===== config.mk =====
export PLATFORM = sky130hd
export DESIGN_NAME = tptu_ctrl
export DESIGN_NICKNAME = d
export VERILOG_FILES = /design/src/sv/tptu_pkg.sv /design/src/sv/tptu_ctrl.sv
export SDC_FILE = /design/constraint.sdc
export NUM_CORES = 1
export LEC_CHECK = 0
export ABC_AREA = 1
export ABC_CLOCK_PERIOD_IN_PS = 4900
export BUFFER_PORTS_ARGS = -buffer_cell sky130_fd_sc_hd__buf_2
export CAP_MARGIN = 10
export CORE_MARGIN = 2
export CORE_UTILIZATION = 50
export CTS_CLUSTER_SIZE = 28
export DETAILED_ROUTE_END_ITERATION = 12
export PLACE_DENSITY = 0.84
export REMOVE_ABC_BUFFERS = 1
export SYNTH_ARGS = -nofsm -noshare
export SYNTH_HDL_FRONTEND = slang
export SYNTH_SLANG_ARGS = --single-unit

===== constraint.sdc =====
create_clock -name clk -period 4.9 [get_ports clk]
set_input_delay 1.225 -clock clk [delete_from_list [all_inputs] [get_ports clk]]
set_output_delay 1.225 -clock clk [all_outputs]
set_load 0.01 [all_outputs]

===== src/sv/tptu_pkg.sv =====
// ----------------------------------------------------------------------------
// tptu_pkg: shared constants for the two-level page table updater
// Opcodes, status codes, entry attribute bits, pool defaults and fixed field widths.
// ----------------------------------------------------------------------------
package tptu_pkg;

  // field widths
  localparam int PAGE_W = 20;
  localparam int ATTR_W = 12;
  localparam int IDX_W  = 10;
  localparam int ENTRY_W = 32;

  // pool defaults
  localparam int POOL_FRAMES_DEF = 64;
  localparam logic [PAGE_W-1:0] POOL_BASE_RST = 20'd256;

  // opcodes
  localparam logic [1:0] OP_ALLOC = 2'd0;
  localparam logic [1:0] OP_MAP   = 2'd1;
  localparam logic [1:0] OP_UNMAP = 2'd2;
  localparam logic [1:0] OP_NONE  = 2'd3;

  // status codes
  localparam logic [1:0] ST_OK      = 2'd0;
  localparam logic [1:0] ST_ABSENT  = 2'd1;
  localparam logic [1:0] ST_FULL    = 2'd2;
  localparam logic [1:0] ST_OUTSIDE = 2'd3;

  // attribute bits
  localparam logic [ATTR_W-1:0] ATTR_P = 12'h001;
  localparam logic [ATTR_W-1:0] ATTR_WR = 12'h002;
  localparam logic [ATTR_W-1:0] ATTR_U = 12'h004;

endpackage


===== src/sv/tptu_ctrl.sv =====
// ----------------------------------------------------------------------------
// tptu_ctrl: operation sequencer
// Walks directory and table entries in the frame store, runs the bump
// allocator and its clearing sweep, and holds the pool base register.
// ----------------------------------------------------------------------------
module tptu_ctrl #(
  parameter int POOL_FRAMES = tptu_pkg::POOL_FRAMES_DEF,
  parameter int FIW = (POOL_FRAMES > 1) ? $clog2(POOL_FRAMES) : 1,
  parameter int AW  = FIW + tptu_pkg::IDX_W
) (
  input  logic                           clk,
  input  logic                           rst,
  input  logic                           cfg_we,
  input  logic [tptu_pkg::PAGE_W-1:0]    cfg_wdata,
  input  logic                           start,
  output logic                           busy,
  input  logic [1:0]                     opcode,
  input  logic [tptu_pkg::PAGE_W-1:0]    dir_page,
  input  logic [tptu_pkg::PAGE_W-1:0]    virt_page,
  input  logic [tptu_pkg::PAGE_W-1:0]    map_page,
  input  logic [tptu_pkg::ATTR_W-1:0]    attrs,
  output logic                           done,
  output logic [tptu_pkg::PAGE_W-1:0]    result_page,
  output logic [1:0]                     status,
  output logic                           mem_we,
  output logic [AW-1:0]                  mem_waddr,
  output logic [tptu_pkg::ENTRY_W-1:0]   mem_wdata,
  output logic                           mem_re,
  output logic [AW-1:0]                  mem_raddr,
  input  logic [tptu_pkg::ENTRY_W-1:0]   mem_rdata
);

  localparam int CW = $clog2(POOL_FRAMES + 1);
  localparam int PW = tptu_pkg::PAGE_W;
  localparam int XW = tptu_pkg::IDX_W;

  localparam logic [2:0] S_IDLE  = 3'd0;
  localparam logic [2:0] S_DIR   = 3'd1;
  localparam logic [2:0] S_PDE   = 3'd2;
  localparam logic [2:0] S_PTE   = 3'd3;
  localparam logic [2:0] S_CLEAR = 3'd4;
  localparam logic [2:0] S_LINK  = 3'd5;
  localparam logic [2:0] S_FILL  = 3'd6;

  logic [2:0]    state, state_next;
  logic [PW-1:0] pool_base;
  logic [CW-1:0] nff, nff_next;
  logic [XW-1:0] clr_cnt, clr_cnt_next;
  logic [1:0]    op_r;
  logic [PW-1:0] dir_r, vp_r, pp_r;
  logic [tptu_pkg::ATTR_W-1:0] at_r;
  logic [FIW-1:0] dframe, dframe_next;
  logic [FIW-1:0] tframe, tframe_next;
  logic          done_next;
  logic [PW-1:0] res_next;
  logic [1:0]    st_next;

  logic [PW-1:0] dir_off, tbl_off, new_page;
  logic          dir_in, tbl_in, full;
  logic [XW-1:0] di, ti;
  logic [tptu_pkg::ENTRY_W-1:0] pte, pde_new;

  // pool base register
  always_ff @(posedge clk) begin
    if (rst) begin
      pool_base <= tptu_pkg::POOL_BASE_RST;
    end else if (cfg_we) begin
      pool_base <= cfg_wdata;
    end
  end

  // pointer checks and entry images
  assign di       = vp_r[PW-1:XW];
  assign ti       = vp_r[XW-1:0];
  assign full     = (nff == CW'(POOL_FRAMES));
  assign dir_off  = dir_r - pool_base;
  assign tbl_off  = mem_rdata[tptu_pkg::ENTRY_W-1:tptu_pkg::ATTR_W] - pool_base;
  assign dir_in   = (dir_off < {{(PW-CW){1'b0}}, nff});
  assign tbl_in   = (tbl_off < {{(PW-CW){1'b0}}, nff});
  assign new_page = pool_base + {{(PW-CW){1'b0}}, nff};
  assign pte      = {pp_r, at_r | tptu_pkg::ATTR_P};
  assign pde_new  = {new_page, tptu_pkg::ATTR_P | tptu_pkg::ATTR_WR | (at_r & tptu_pkg::ATTR_U)};
  assign busy     = (state != S_IDLE);

  // sequencer
  always_comb begin
    state_next   = state;
    nff_next     = nff;
    clr_cnt_next = clr_cnt;
    dframe_next  = dframe;
    tframe_next  = tframe;
    done_next    = 1'b0;
    res_next     = result_page;
    st_next      = status;
    mem_we       = 1'b0;
    mem_waddr    = '0;
    mem_wdata    = '0;
    mem_re       = 1'b0;
    mem_raddr    = '0;
    case (state)
      S_IDLE: begin
        if (start) begin
          state_next = S_DIR;
        end
      end
      S_DIR: begin
        if (op_r == tptu_pkg::OP_ALLOC) begin
          if (full) begin
            done_next = 1'b1; res_next = '0; st_next = tptu_pkg::ST_FULL;
            state_next = S_IDLE;
          end else begin
            clr_cnt_next = '0;
            state_next = S_CLEAR;
          end
        end else if (op_r == tptu_pkg::OP_NONE) begin
          done_next = 1'b1; res_next = '0; st_next = tptu_pkg::ST_OK;
          state_next = S_IDLE;
        end else if (!dir_in) begin
          done_next = 1'b1; res_next = '0; st_next = tptu_pkg::ST_OUTSIDE;
          state_next = S_IDLE;
        end else begin
          mem_re      = 1'b1;
          mem_raddr   = {dir_off[FIW-1:0], di};
          dframe_next = dir_off[FIW-1:0];
          state_next  = S_PDE;
        end
      end
      S_PDE: begin
        if (mem_rdata[0] == 1'b0) begin
          if (op_r == tptu_pkg::OP_UNMAP) begin
            done_next = 1'b1; res_next = '0; st_next = tptu_pkg::ST_ABSENT;
            state_next = S_IDLE;
          end else if (full) begin
            done_next = 1'b1; res_next = '0; st_next = tptu_pkg::ST_FULL;
            state_next = S_IDLE;
          end else begin
            clr_cnt_next = '0;
            state_next = S_CLEAR;
          end
        end else if (!tbl_in) begin
          done_next = 1'b1; res_next = '0; st_next = tptu_pkg::ST_OUTSIDE;
          state_next = S_IDLE;
        end else if (op_r == tptu_pkg::OP_MAP) begin
          mem_we    = 1'b1;
          mem_waddr = {tbl_off[FIW-1:0], ti};
          mem_wdata = pte;
          done_next = 1'b1; res_next = '0; st_next = tptu_pkg::ST_OK;
          state_next = S_IDLE;
        end else begin
          mem_re      = 1'b1;
          mem_raddr   = {tbl_off[FIW-1:0], ti};
          tframe_next = tbl_off[FIW-1:0];
          state_next  = S_PTE;
        end
      end
      S_PTE: begin
        // unmap: return old frame number and clear the entry
        mem_we    = 1'b1;
        mem_waddr = {tframe, ti};
        mem_wdata = '0;
        done_next = 1'b1;
        res_next  = mem_rdata[tptu_pkg::ENTRY_W-1:tptu_pkg::ATTR_W];
        st_next   = tptu_pkg::ST_OK;
        state_next = S_IDLE;
      end
      S_CLEAR: begin
        // zero-fill the frame being handed out, one entry a cycle
        mem_we       = 1'b1;
        mem_waddr    = {nff[FIW-1:0], clr_cnt};
        mem_wdata    = '0;
        clr_cnt_next = clr_cnt + 1'b1;
        if (clr_cnt == {XW{1'b1}}) begin
          if (op_r == tptu_pkg::OP_ALLOC) begin
            nff_next  = nff + 1'b1;
            done_next = 1'b1; res_next = new_page; st_next = tptu_pkg::ST_OK;
            state_next = S_IDLE;
          end else begin
            state_next = S_LINK;
          end
        end
      end
      S_LINK: begin
        mem_we     = 1'b1;
        mem_waddr  = {dframe, di};
        mem_wdata  = pde_new;
        state_next = S_FILL;
      end
      S_FILL: begin
        mem_we    = 1'b1;
        mem_waddr = {nff[FIW-1:0], ti};
        mem_wdata = pte;
        nff_next  = nff + 1'b1;
        done_next = 1'b1; res_next = '0; st_next = tptu_pkg::ST_OK;
        state_next = S_IDLE;
      end
      default: begin
        state_next = S_IDLE;
      end
    endcase
  end

  // control registers
  always_ff @(posedge clk) begin
    if (rst) begin
      state <= S_IDLE;
      nff   <= '0;
      done  <= 1'b0;
    end else begin
      state <= state_next;
      nff   <= nff_next;
      done  <= done_next;
    end
  end

  // payload registers
  always_ff @(posedge clk) begin
    clr_cnt     <= clr_cnt_next;
    dframe      <= dframe_next;
    tframe      <= tframe_next;
    result_page <= res_next;
    status      <= st_next;
    if (state == S_IDLE && start) begin
      op_r  <= opcode;
      dir_r <= dir_page;
      vp_r  <= virt_page;
      pp_r  <= map_page;
      at_r  <= attrs;
    end
  end

endmodule


==> qor.json, run 1 <==
{
  "run_status": {
    "result_of_the_run": "complete, but fails checks",
    "violations_in_the_final_reports": "setup timing"
  },
  "timing": {
    "tightest_slew_ns": 1.221,
    "time_the_worst_path_needs_with_i_o_delays_and_setup_ns": 5.389,
    "maxSlewHeadroom_pct": 18.31,
    "worst_clock_skew_ns": 0.01144,
    "layout_setup_ws_ns": -0.4886,
    "slew_viol_final": 0,
    "setup-tns-final_ns": -25.62,
    "rsz0062_at_grt": "true",
    "setup_viol": 66,
    "final.period_utilization_pct": 110.0,
    "hold_vio_cnt_final": 0,
    "timing.fmax_mhz": 185.6
  },
  "placed_design": {
    "post-dp-hpwl_um": 25150,
    "placed_cell_area_um2": 11990,
    "routability_cong": 0.9837,
    "preCtsSetupSlack_ns": -0.6172,
    "port_buffers": 207
  },
  "worst_hold_path": {
    "holdCritPathClass": "flop to flop",
    "number_of_cells_traversed_by_the_worst_hold_path": 2,
    "hold_path_startpoint": "pool_base[2]$_SDFFE_PP0P_",
    "holdPathEnd": "pool_base[2]$_SDFFE_PP0P_"
  },
  "global_routing": {
    "grt.overflow.total": 0,
    "grt_antenna_before_repair": 0,
    "grt-busiest-layer": "met2",
    "grt_max_degree": 74,
    "first_global_vias": 10300,
    "met3_global_route_usage_pct": 5.463,
    "groute.usage.overall_pct": 30.10,
    "grt.met1_usage_pct": 37.80,
    "grtUsageMet2_pct": 51.91,
    "grt_first_pass_wirelength_um": 51530
  },
  "finish": {
    "layout.cell_area.non_filler_um2": 13100,
    "areaGrowthSynthToFinish_pct": 27.20,
    "fin_util_pct": 64.72,
    "finish.net_count": 1831,
    "sequential_cell_area_um2": 4136,
    "nFillCells": 1674,
    "antennaDiodeCount": 0,
    "layout-drive-gt1-share_pct": 24.95,
    "multiInputGateArea_um2": 5585
  },
  "yosys": {
    "synth_xor_xnor_area_share_pct": 1.956,
    "syn_area_per_cell_um2": 7.565,
    "yosysUniqueCellTypes": 52,
    "synth_simple_gate_area_share_pct": 29.01,
    "synth-adder-area-share_pct": 8.361,
    "synth_top_family_by_area": "simple AND/OR/NAND/NOR gates",
    "synth.mux.area_fraction_pct": 0,
    "register_bit_count_reported_by_yosys": 148,
    "synth_flop_cell": "sky130_fd_sc_hd__edfxtp_1",
    "syn-cell-area_um2": 10300,
    "area_fraction_in_compound_gates_after_synthesis_pct": 12.26,
    "async_reset_ff_share_pct": 0,
    "seq_area_frac_synth_pct": 40.15,
    "count_of_yosys_warnings_during_synthesis": 0,
    "synth_enable_flop_cells": 117,
    "syn-instance-count": 1361
  },
  "detailed_routing": {
    "wl_um": 33410,
    "drtPass1Iterations": 5,
    "vias_per_cell": 5.574,
    "detail-route-antenna-nets": 0,
    "drt_iter0_drc": 934,
    "detailroute.via_count": 10690,
    "drt-wirelength-per-cell_um": 17.43,
    "drc": 0
  },
  "floorplan": {
    "placementRows": 52,
    "number_of_placed_i_o_pins": 220,
    "floorplan.die.height_um": 147.5,
    "core_area_um2": 20230,
    "design.die.area_um2": 21760,
    "initial_core_util_pct": 50.88,
    "chipWidth_um": 147.5
  },
  "critical_path": {
    "worst_endpoint_data_arrival_time_ns": 4.16,
    "worstSetupStartpoint": "mem_rdata[12]",
    "worst-endpoint-required_ns": 3.67,
    "endpoint_kind": "primary output",
    "timing.reg2reg.worst_path_depth": 28,
    "setup.worst_path.class": "primary input to primary output",
    "critical_path.max_fanout": 8,
    "timing.reg2reg.setup_slack_ns": 1.02,
    "critical_path.reg2reg.endpoint": "status[0]$_DFFE_PP_",
    "timing.rr.start": "pool_base[3]$_SDFFE_PP0P_",
    "critPathLaunchType": "primary input"
  },
  "power_and_ir_drop": {
    "power.density_nw_per_um2": 436.2,
    "power.static_leakage_nw": 6.347,
    "vdd_ir_drop_max_v": 0.0002685
  },
  "clock_tree": {
    "cts.hold.buffers_added": 0,
    "worst_setup_hold_path_clk_slew_ns": 0.07,
    "tritoncts": "built",
    "numClockSinks": 148,
    "cts_made_buffers": 17,
    "cts-htree-levels": 4,
    "clockBufferDepth": 2,
    "clk_latency_ns": 0.44,
    "clk_root_buffer_cell": "sky130_fd_sc_hd__clkbuf_16"
  },
  "job": {
    "timing.max_cap.violations": 0
  }
}
==> final cells by class <==
| type | instances | area share [%] |
|---|---|---|
| clock buffers | 18 | 3.353 |
| clock inverters | 14 | 1.166 |
| inverters | 191 | 5.551 |
| multi-input cells | 995 | 42.65 |
| flip-flops and latches | 148 | 31.59 |
| well taps | 270 | 2.580 |
| repair buffers | 281 | 13.12 |
==> sequential cells by signal, indices dropped and copies added (netlist names) <==
register / cells
result_page: 20
nff: 7
status: 2
dir_r: 20
pool_base: 20
op_r: 2
at_r: 11
state: 3
done: 1
clr_cnt: 10
dframe: 6
pp_r: 20
tframe: 6
vp_r: 20
==> power by group <==
group	internal, W	switching (W)	leakage, nW
clock	0.000739	0.000611	0.291
combinational	0.000779	0.00155	4.69
sequential	0.00183	0.000205	1.37
==> layer usage <==
metal	part of all wire (%)	wire, um	vias to the layer above
met2	49	16500	538
li1	-	-	5105
met1	39	13050	4944
met3	8.3	2760	99
met4	3.3	1101	0
met5	0	0	-
==> cells by family (layout without fill, tap and decap cells) <==
kind of cell	count (synthesis)	in the layout
buffers and inverters	218	504
AND/OR/NAND/NOR	686	686
flip-flops	148	148
XOR/XNOR	23	23
AO/OA/AOI/OAI	219	219
adder cells (fa/ha/maj)	67	67
==> how the worst max path moves through the flow <==
stage | to | slack (ns) | depth (start not counted)
after floorplan | mem_raddr[11] | -0.40 | 20
after global placement | mem_raddr[1] | -0.53 | 21
after detailed placement | mem_wdata[2] | -0.62 | 24
after CTS | mem_wdata[15] | -0.37 | 24
after global routing | mem_raddr[10] | -0.64 | 19
final | mem_wdata[17] | -0.49 | 24
==> cell usage in the layout, fill, tap and decap left out, types with 3 or more instances in the layout <==
master	count
sky130_fd_sc_hd__a21o_1	4
sky130_fd_sc_hd__a21oi_1	82
sky130_fd_sc_hd__a21oi_2	3
sky130_fd_sc_hd__a221oi_1	13
sky130_fd_sc_hd__a22o_1	7
sky130_fd_sc_hd__buf_12	4
sky130_fd_sc_hd__buf_2	203
sky130_fd_sc_hd__buf_4	61
sky130_fd_sc_hd__buf_6	11
sky130_fd_sc_hd__clkbuf_16	18
sky130_fd_sc_hd__dfxtp_1	29
sky130_fd_sc_hd__edfxtp_1	117
sky130_fd_sc_hd__ha_1	59
sky130_fd_sc_hd__ha_4	4
sky130_fd_sc_hd__inv_1	179
sky130_fd_sc_hd__inv_2	9
sky130_fd_sc_hd__inv_6	7
sky130_fd_sc_hd__inv_8	5
sky130_fd_sc_hd__nand2_1	379
sky130_fd_sc_hd__nand2_2	10
sky130_fd_sc_hd__nand3_1	85
sky130_fd_sc_hd__nand3_2	5
sky130_fd_sc_hd__nand3b_1	6
sky130_fd_sc_hd__nand4_1	29
sky130_fd_sc_hd__nor2_1	111
sky130_fd_sc_hd__nor2_2	13
sky130_fd_sc_hd__nor2_4	3
sky130_fd_sc_hd__nor3_1	25
sky130_fd_sc_hd__nor3_2	4
sky130_fd_sc_hd__o2111ai_1	4
sky130_fd_sc_hd__o21ai_0	60
sky130_fd_sc_hd__o21ai_1	18
sky130_fd_sc_hd__o21ai_2	18
sky130_fd_sc_hd__xor2_1	15
sky130_fd_sc_hd__xor2_2	6
==> metrics by stage <==
step	hold WS, ns	instances	total power, W
2_1_floorplan	0.4797	1334	0.003421
3_5_place_dp	0.5602	1864	0.004230
5_1_grt	0.5904	1917	0.006036
6_report	0.5682	1917	0.005713
3_3_place_gp	0.5496	1864	0.004150
4_1_cts	0.5800	1910	0.005606
==> worst max-delay path: stages <==
cell	delay, ns
sky130_fd_sc_hd__buf_8	0.10
sky130_fd_sc_hd__inv_4	0.05
sky130_fd_sc_hd__ha_4	0.12
sky130_fd_sc_hd__inv_2	0.03
sky130_fd_sc_hd__fa_2	0.36
sky130_fd_sc_hd__nand2_2	0.07
sky130_fd_sc_hd__nand2_2	0.05
sky130_fd_sc_hd__and2_4	0.17
sky130_fd_sc_hd__xor2_2	0.15
sky130_fd_sc_hd__ha_1	0.28
sky130_fd_sc_hd__nand2_1	0.08
sky130_fd_sc_hd__inv_1	0.05
sky130_fd_sc_hd__a21boi_2	0.19
sky130_fd_sc_hd__buf_4	0.14
sky130_fd_sc_hd__o21ai_2	0.04
sky130_fd_sc_hd__nor2_1	0.10
sky130_fd_sc_hd__nand2_1	0.09
sky130_fd_sc_hd__nor2_4	0.14
sky130_fd_sc_hd__nand3_4	0.13
sky130_fd_sc_hd__nand2_8	0.17
sky130_fd_sc_hd__buf_12	0.15
sky130_fd_sc_hd__nand2_1	0.05
sky130_fd_sc_hd__o21ai_1	0.06
sky130_fd_sc_hd__buf_2	0.15
==> cells in the mapped netlist (2+ instances only) <==
| master | number | area, um2 |
|---|---|---|
| sky130_fd_sc_hd__xor2_1 | 21 | 183.9 |
| sky130_fd_sc_hd__nor3_1 | 27 | 135.1 |
| sky130_fd_sc_hd__a21oi_2 | 3 | 26.28 |
| sky130_fd_sc_hd__a21oi_1 | 83 | 415.4 |
| sky130_fd_sc_hd__nor2_1 | 118 | 442.9 |
| sky130_fd_sc_hd__o21ai_1 | 17 | 85.08 |
| sky130_fd_sc_hd__nand3_1 | 89 | 445.4 |
| sky130_fd_sc_hd__edfxtp_1 | 117 | 3513 |
| sky130_fd_sc_hd__nand3b_1 | 6 | 45.04 |
| sky130_fd_sc_hd__buf_6 | 3 | 33.78 |
| sky130_fd_sc_hd__nor2_2 | 8 | 50.05 |
| sky130_fd_sc_hd__inv_1 | 185 | 694.4 |
| sky130_fd_sc_hd__fa_1 | 3 | 60.06 |
| sky130_fd_sc_hd__a21o_1 | 4 | 30.03 |
| sky130_fd_sc_hd__nor4_2 | 2 | 25.02 |
| sky130_fd_sc_hd__buf_4 | 2 | 15.01 |
| sky130_fd_sc_hd__nand2_1 | 386 | 1449 |
| sky130_fd_sc_hd__o21ai_0 | 72 | 360.4 |
| sky130_fd_sc_hd__a22o_1 | 7 | 61.31 |
| sky130_fd_sc_hd__nand2_2 | 4 | 25.02 |
| sky130_fd_sc_hd__xnor2_1 | 2 | 17.52 |
| sky130_fd_sc_hd__ha_1 | 64 | 800.8 |
| sky130_fd_sc_hd__a221oi_1 | 13 | 113.9 |
| sky130_fd_sc_hd__o2111ai_1 | 6 | 52.55 |
| sky130_fd_sc_hd__nor3_2 | 2 | 20.02 |
| sky130_fd_sc_hd__inv_2 | 5 | 18.77 |
| sky130_fd_sc_hd__clkbuf_1 | 20 | 75.07 |
| sky130_fd_sc_hd__buf_2 | 2 | 10.01 |
| sky130_fd_sc_hd__o21ai_2 | 8 | 70.07 |
| sky130_fd_sc_hd__and2_1 | 2 | 12.51 |
| sky130_fd_sc_hd__nand4_1 | 29 | 181.4 |
| sky130_fd_sc_hd__dfxtp_1 | 31 | 620.6 |
==> repair_timing <==
action | in CTS | in global routing
resized for setup | 45 | 46
pin swaps | 10 | 14
endpoints found under the setup margin | 66 | 66
buffers inserted | 14 | 6
gates cloned | 0 | 1
Note: power is estimated with default switching activity, not from simulation.
==> run 2, diff against run 1 <==
--- a/config.mk
+++ b/config.mk
@@ -15,6 +15,7 @@
 export DETAILED_ROUTE_END_ITERATION = 12
 export PLACE_DENSITY = 0.84
 export REMOVE_ABC_BUFFERS = 1
+export SETUP_SLACK_MARGIN = 0.5
 export SYNTH_ARGS = -nofsm -noshare
 export SYNTH_HDL_FRONTEND = slang
 export SYNTH_SLANG_ARGS = --single-unit
==> qor.json, run 2 (synthesis gave the netlist of run 1 again) <==
{
  "critical_path": {
    "critPathLaunchType": "primary input",
    "endpoint_kind": "primary output",
    "critical_path.max_fanout": 8,
    "worst_endpoint_data_arrival_time_ns": 4.18,
    "worst-endpoint-required_ns": 3.67,
    "setup.worst_path.class": "primary input to primary output"
  },
  "timing": {
    "rsz0062_at_grt": "true",
    "setup_viol": 66,
    "hold_vio_cnt_final": 0,
    "tightest_slew_ns": 1.216,
    "worst_clock_skew_ns": 0.01094,
    "timing.fmax_mhz": 185.0,
    "layout_setup_ws_ns": -0.5043,
    "slew_viol_final": 0,
    "final.period_utilization_pct": 110.3,
    "time_the_worst_path_needs_with_i_o_delays_and_setup_ns": 5.404,
    "maxSlewHeadroom_pct": 18.65,
    "setup-tns-final_ns": -26.74
  },
  "global_routing": {
    "grt_max_degree": 74,
    "grt.overflow.total": 0,
    "first_global_vias": 10300,
    "grt_first_pass_wirelength_um": 51530,
    "groute.usage.overall_pct": 30.10,
    "grt_antenna_before_repair": 0
  },
  "power_and_ir_drop": {
    "power.static_leakage_nw": 6.349,
    "power.density_nw_per_um2": 436.6,
    "vdd_ir_drop_max_v": 0.0002670
  },
  "detailed_routing": {
    "detail-route-antenna-nets": 0,
    "drt_iter0_drc": 901,
    "drtPass1Iterations": 6,
    "vias_per_cell": 5.579,
    "wl_um": 33540,
    "drt-wirelength-per-cell_um": 17.50,
    "detailroute.via_count": 10690,
    "drc": 0
  },
  "floorplan": {
    "chipWidth_um": 147.5,
    "placementRows": 52,
    "initial_core_util_pct": 50.88,
    "floorplan.die.height_um": 147.5,
    "core_area_um2": 20230,
    "number_of_placed_i_o_pins": 220,
    "design.die.area_um2": 21760
  },
  "finish": {
    "mostFrequentLayoutCell": "sky130_fd_sc_hd__nand2_1",
    "layout_common_cells": "378 x sky130_fd_sc_hd__nand2_1, 203 x sky130_fd_sc_hd__buf_2, 179 x sky130_fd_sc_hd__inv_1",
    "antennaDiodeCount": 0,
    "final-instance-count-excl-fill": 1917,
    "layout.cell_area.non_filler_um2": 13110,
    "finish.net_count": 1831,
    "nFillCells": 1673,
    "layout-drive-gt1-share_pct": 25.14,
    "areaGrowthSynthToFinish_pct": 27.31,
    "fin_util_pct": 64.78
  },
  "run_status": {
    "violations_in_the_final_reports": "setup timing",
    "result_of_the_run": "complete, but fails checks"
  },
  "placed_design": {
    "routability_cong": 0.9837,
    "dp.cells": 1864,
    "port_buffers": 207,
    "placed_cell_area_um2": 11990,
    "post-dp-hpwl_um": 25150
  },
  "clock_tree": {
    "cts.hold.buffers_added": 0,
    "cts_made_buffers": 17,
    "clk_root_buffer_cell": "sky130_fd_sc_hd__clkbuf_16",
    "clk_latency_ns": 0.44,
    "cts-htree-levels": 4,
    "tritoncts": "built",
    "numClockSinks": 148,
    "clockBufferDepth": 2,
    "worst_setup_hold_path_clk_slew_ns": 0.07
  },
  "job": {
    "timing.max_cap.violations": 0
  },
  "worst_hold_path": {
    "holdCritPathClass": "flop to flop"
  }
}
## run 2: cell counts in the layout (fill, tap and decap cells not counted)
No cell type changed its count.
## run 2: what timing repair did
action | 4_1_cts | 5_1_grt
pin swaps | 10 | 16
cloned | 0 | 1
setup buffers | 14 | 6
resized for setup | 45 | 50
setup endpoints to repair | 66 | 69
## run 2: power by group
| group | internal [W] | switching, W |
|---|---|---|
| registers | 0.00183 | 0.000207 |
| clock network | 0.000739 | 0.000611 |
| logic | 0.000782 | 0.00155 |
| total | 0.00335 | 0.00237 |
## run 2: worst paths after layout
check	from	endpoint	slack, ns	depth (start not counted)
min	pool_base[2]$_SDFFE_PP0P_	pool_base[2]$_SDFFE_PP0P_	0.57	2
min reg2reg	pool_base[2]$_SDFFE_PP0P_	pool_base[2]$_SDFFE_PP0P_	0.57	2
max reg2reg	pool_base[1]$_SDFFE_PP0P_	status[0]$_DFFE_PP_	0.98	28
max	mem_rdata[12]	mem_wdata[17]	-0.50	24
## run 2: layout make-up
| class | count | area (um2) | area share (%) |
|---|---|---|---|
| clock buffer | 18 | 439.2 | 3.351 |
| clock inverter | 14 | 152.6 | 1.165 |
| inverter | 191 | 726.9 | 5.546 |
| multi-input combinational | 995 | 5597 | 42.70 |
| sequential | 148 | 4136 | 31.56 |
| tap | 270 | 337.8 | 2.577 |
| timing repair buffer | 281 | 1718 | 13.11 |
## run 2: critical path, stage by stage
cell and delay [ns]:
sky130_fd_sc_hd__buf_8 0.10, sky130_fd_sc_hd__inv_4 0.05, sky130_fd_sc_hd__ha_4 0.12, sky130_fd_sc_hd__inv_2 0.03, sky130_fd_sc_hd__fa_2 0.36, sky130_fd_sc_hd__nand2_2 0.08, sky130_fd_sc_hd__nand2_2 0.05, sky130_fd_sc_hd__and2_4 0.17
sky130_fd_sc_hd__xor2_2 0.15, sky130_fd_sc_hd__ha_1 0.28, sky130_fd_sc_hd__nand2_1 0.08, sky130_fd_sc_hd__inv_1 0.05, sky130_fd_sc_hd__a21boi_2 0.20, sky130_fd_sc_hd__buf_4 0.15, sky130_fd_sc_hd__o21ai_2 0.04, sky130_fd_sc_hd__nor2_1 0.10
sky130_fd_sc_hd__nand2_1 0.09, sky130_fd_sc_hd__nor2_4 0.14, sky130_fd_sc_hd__nand3_4 0.13, sky130_fd_sc_hd__nand2_8 0.16, sky130_fd_sc_hd__buf_12 0.15, sky130_fd_sc_hd__nand2_1 0.05, sky130_fd_sc_hd__o21ai_1 0.06, sky130_fd_sc_hd__buf_2 0.15
## run 2: stage by stage
stage,hold WS (ns),power [W],setup slack [ns]
6_report,0.5657,0.005723,-0.5043
5_1_grt,0.5904,0.006041,-0.6376
4_1_cts,0.5800,0.005606,-0.3674
3_5_place_dp,0.5602,0.004230,-0.6172
3_3_place_gp,0.5496,0.004150,-0.5284
2_1_floorplan,0.4797,0.003421,-0.3971
## run 2: routing by layer
metal,global-route usage [%],up-vias,part of all wire (%)
li1,-,5101,-
met1,37.80,4935,39
met2,51.91,562,49
met3,5.463,96,8.0
met4,11.15,0,3.3
met5,0,-,0
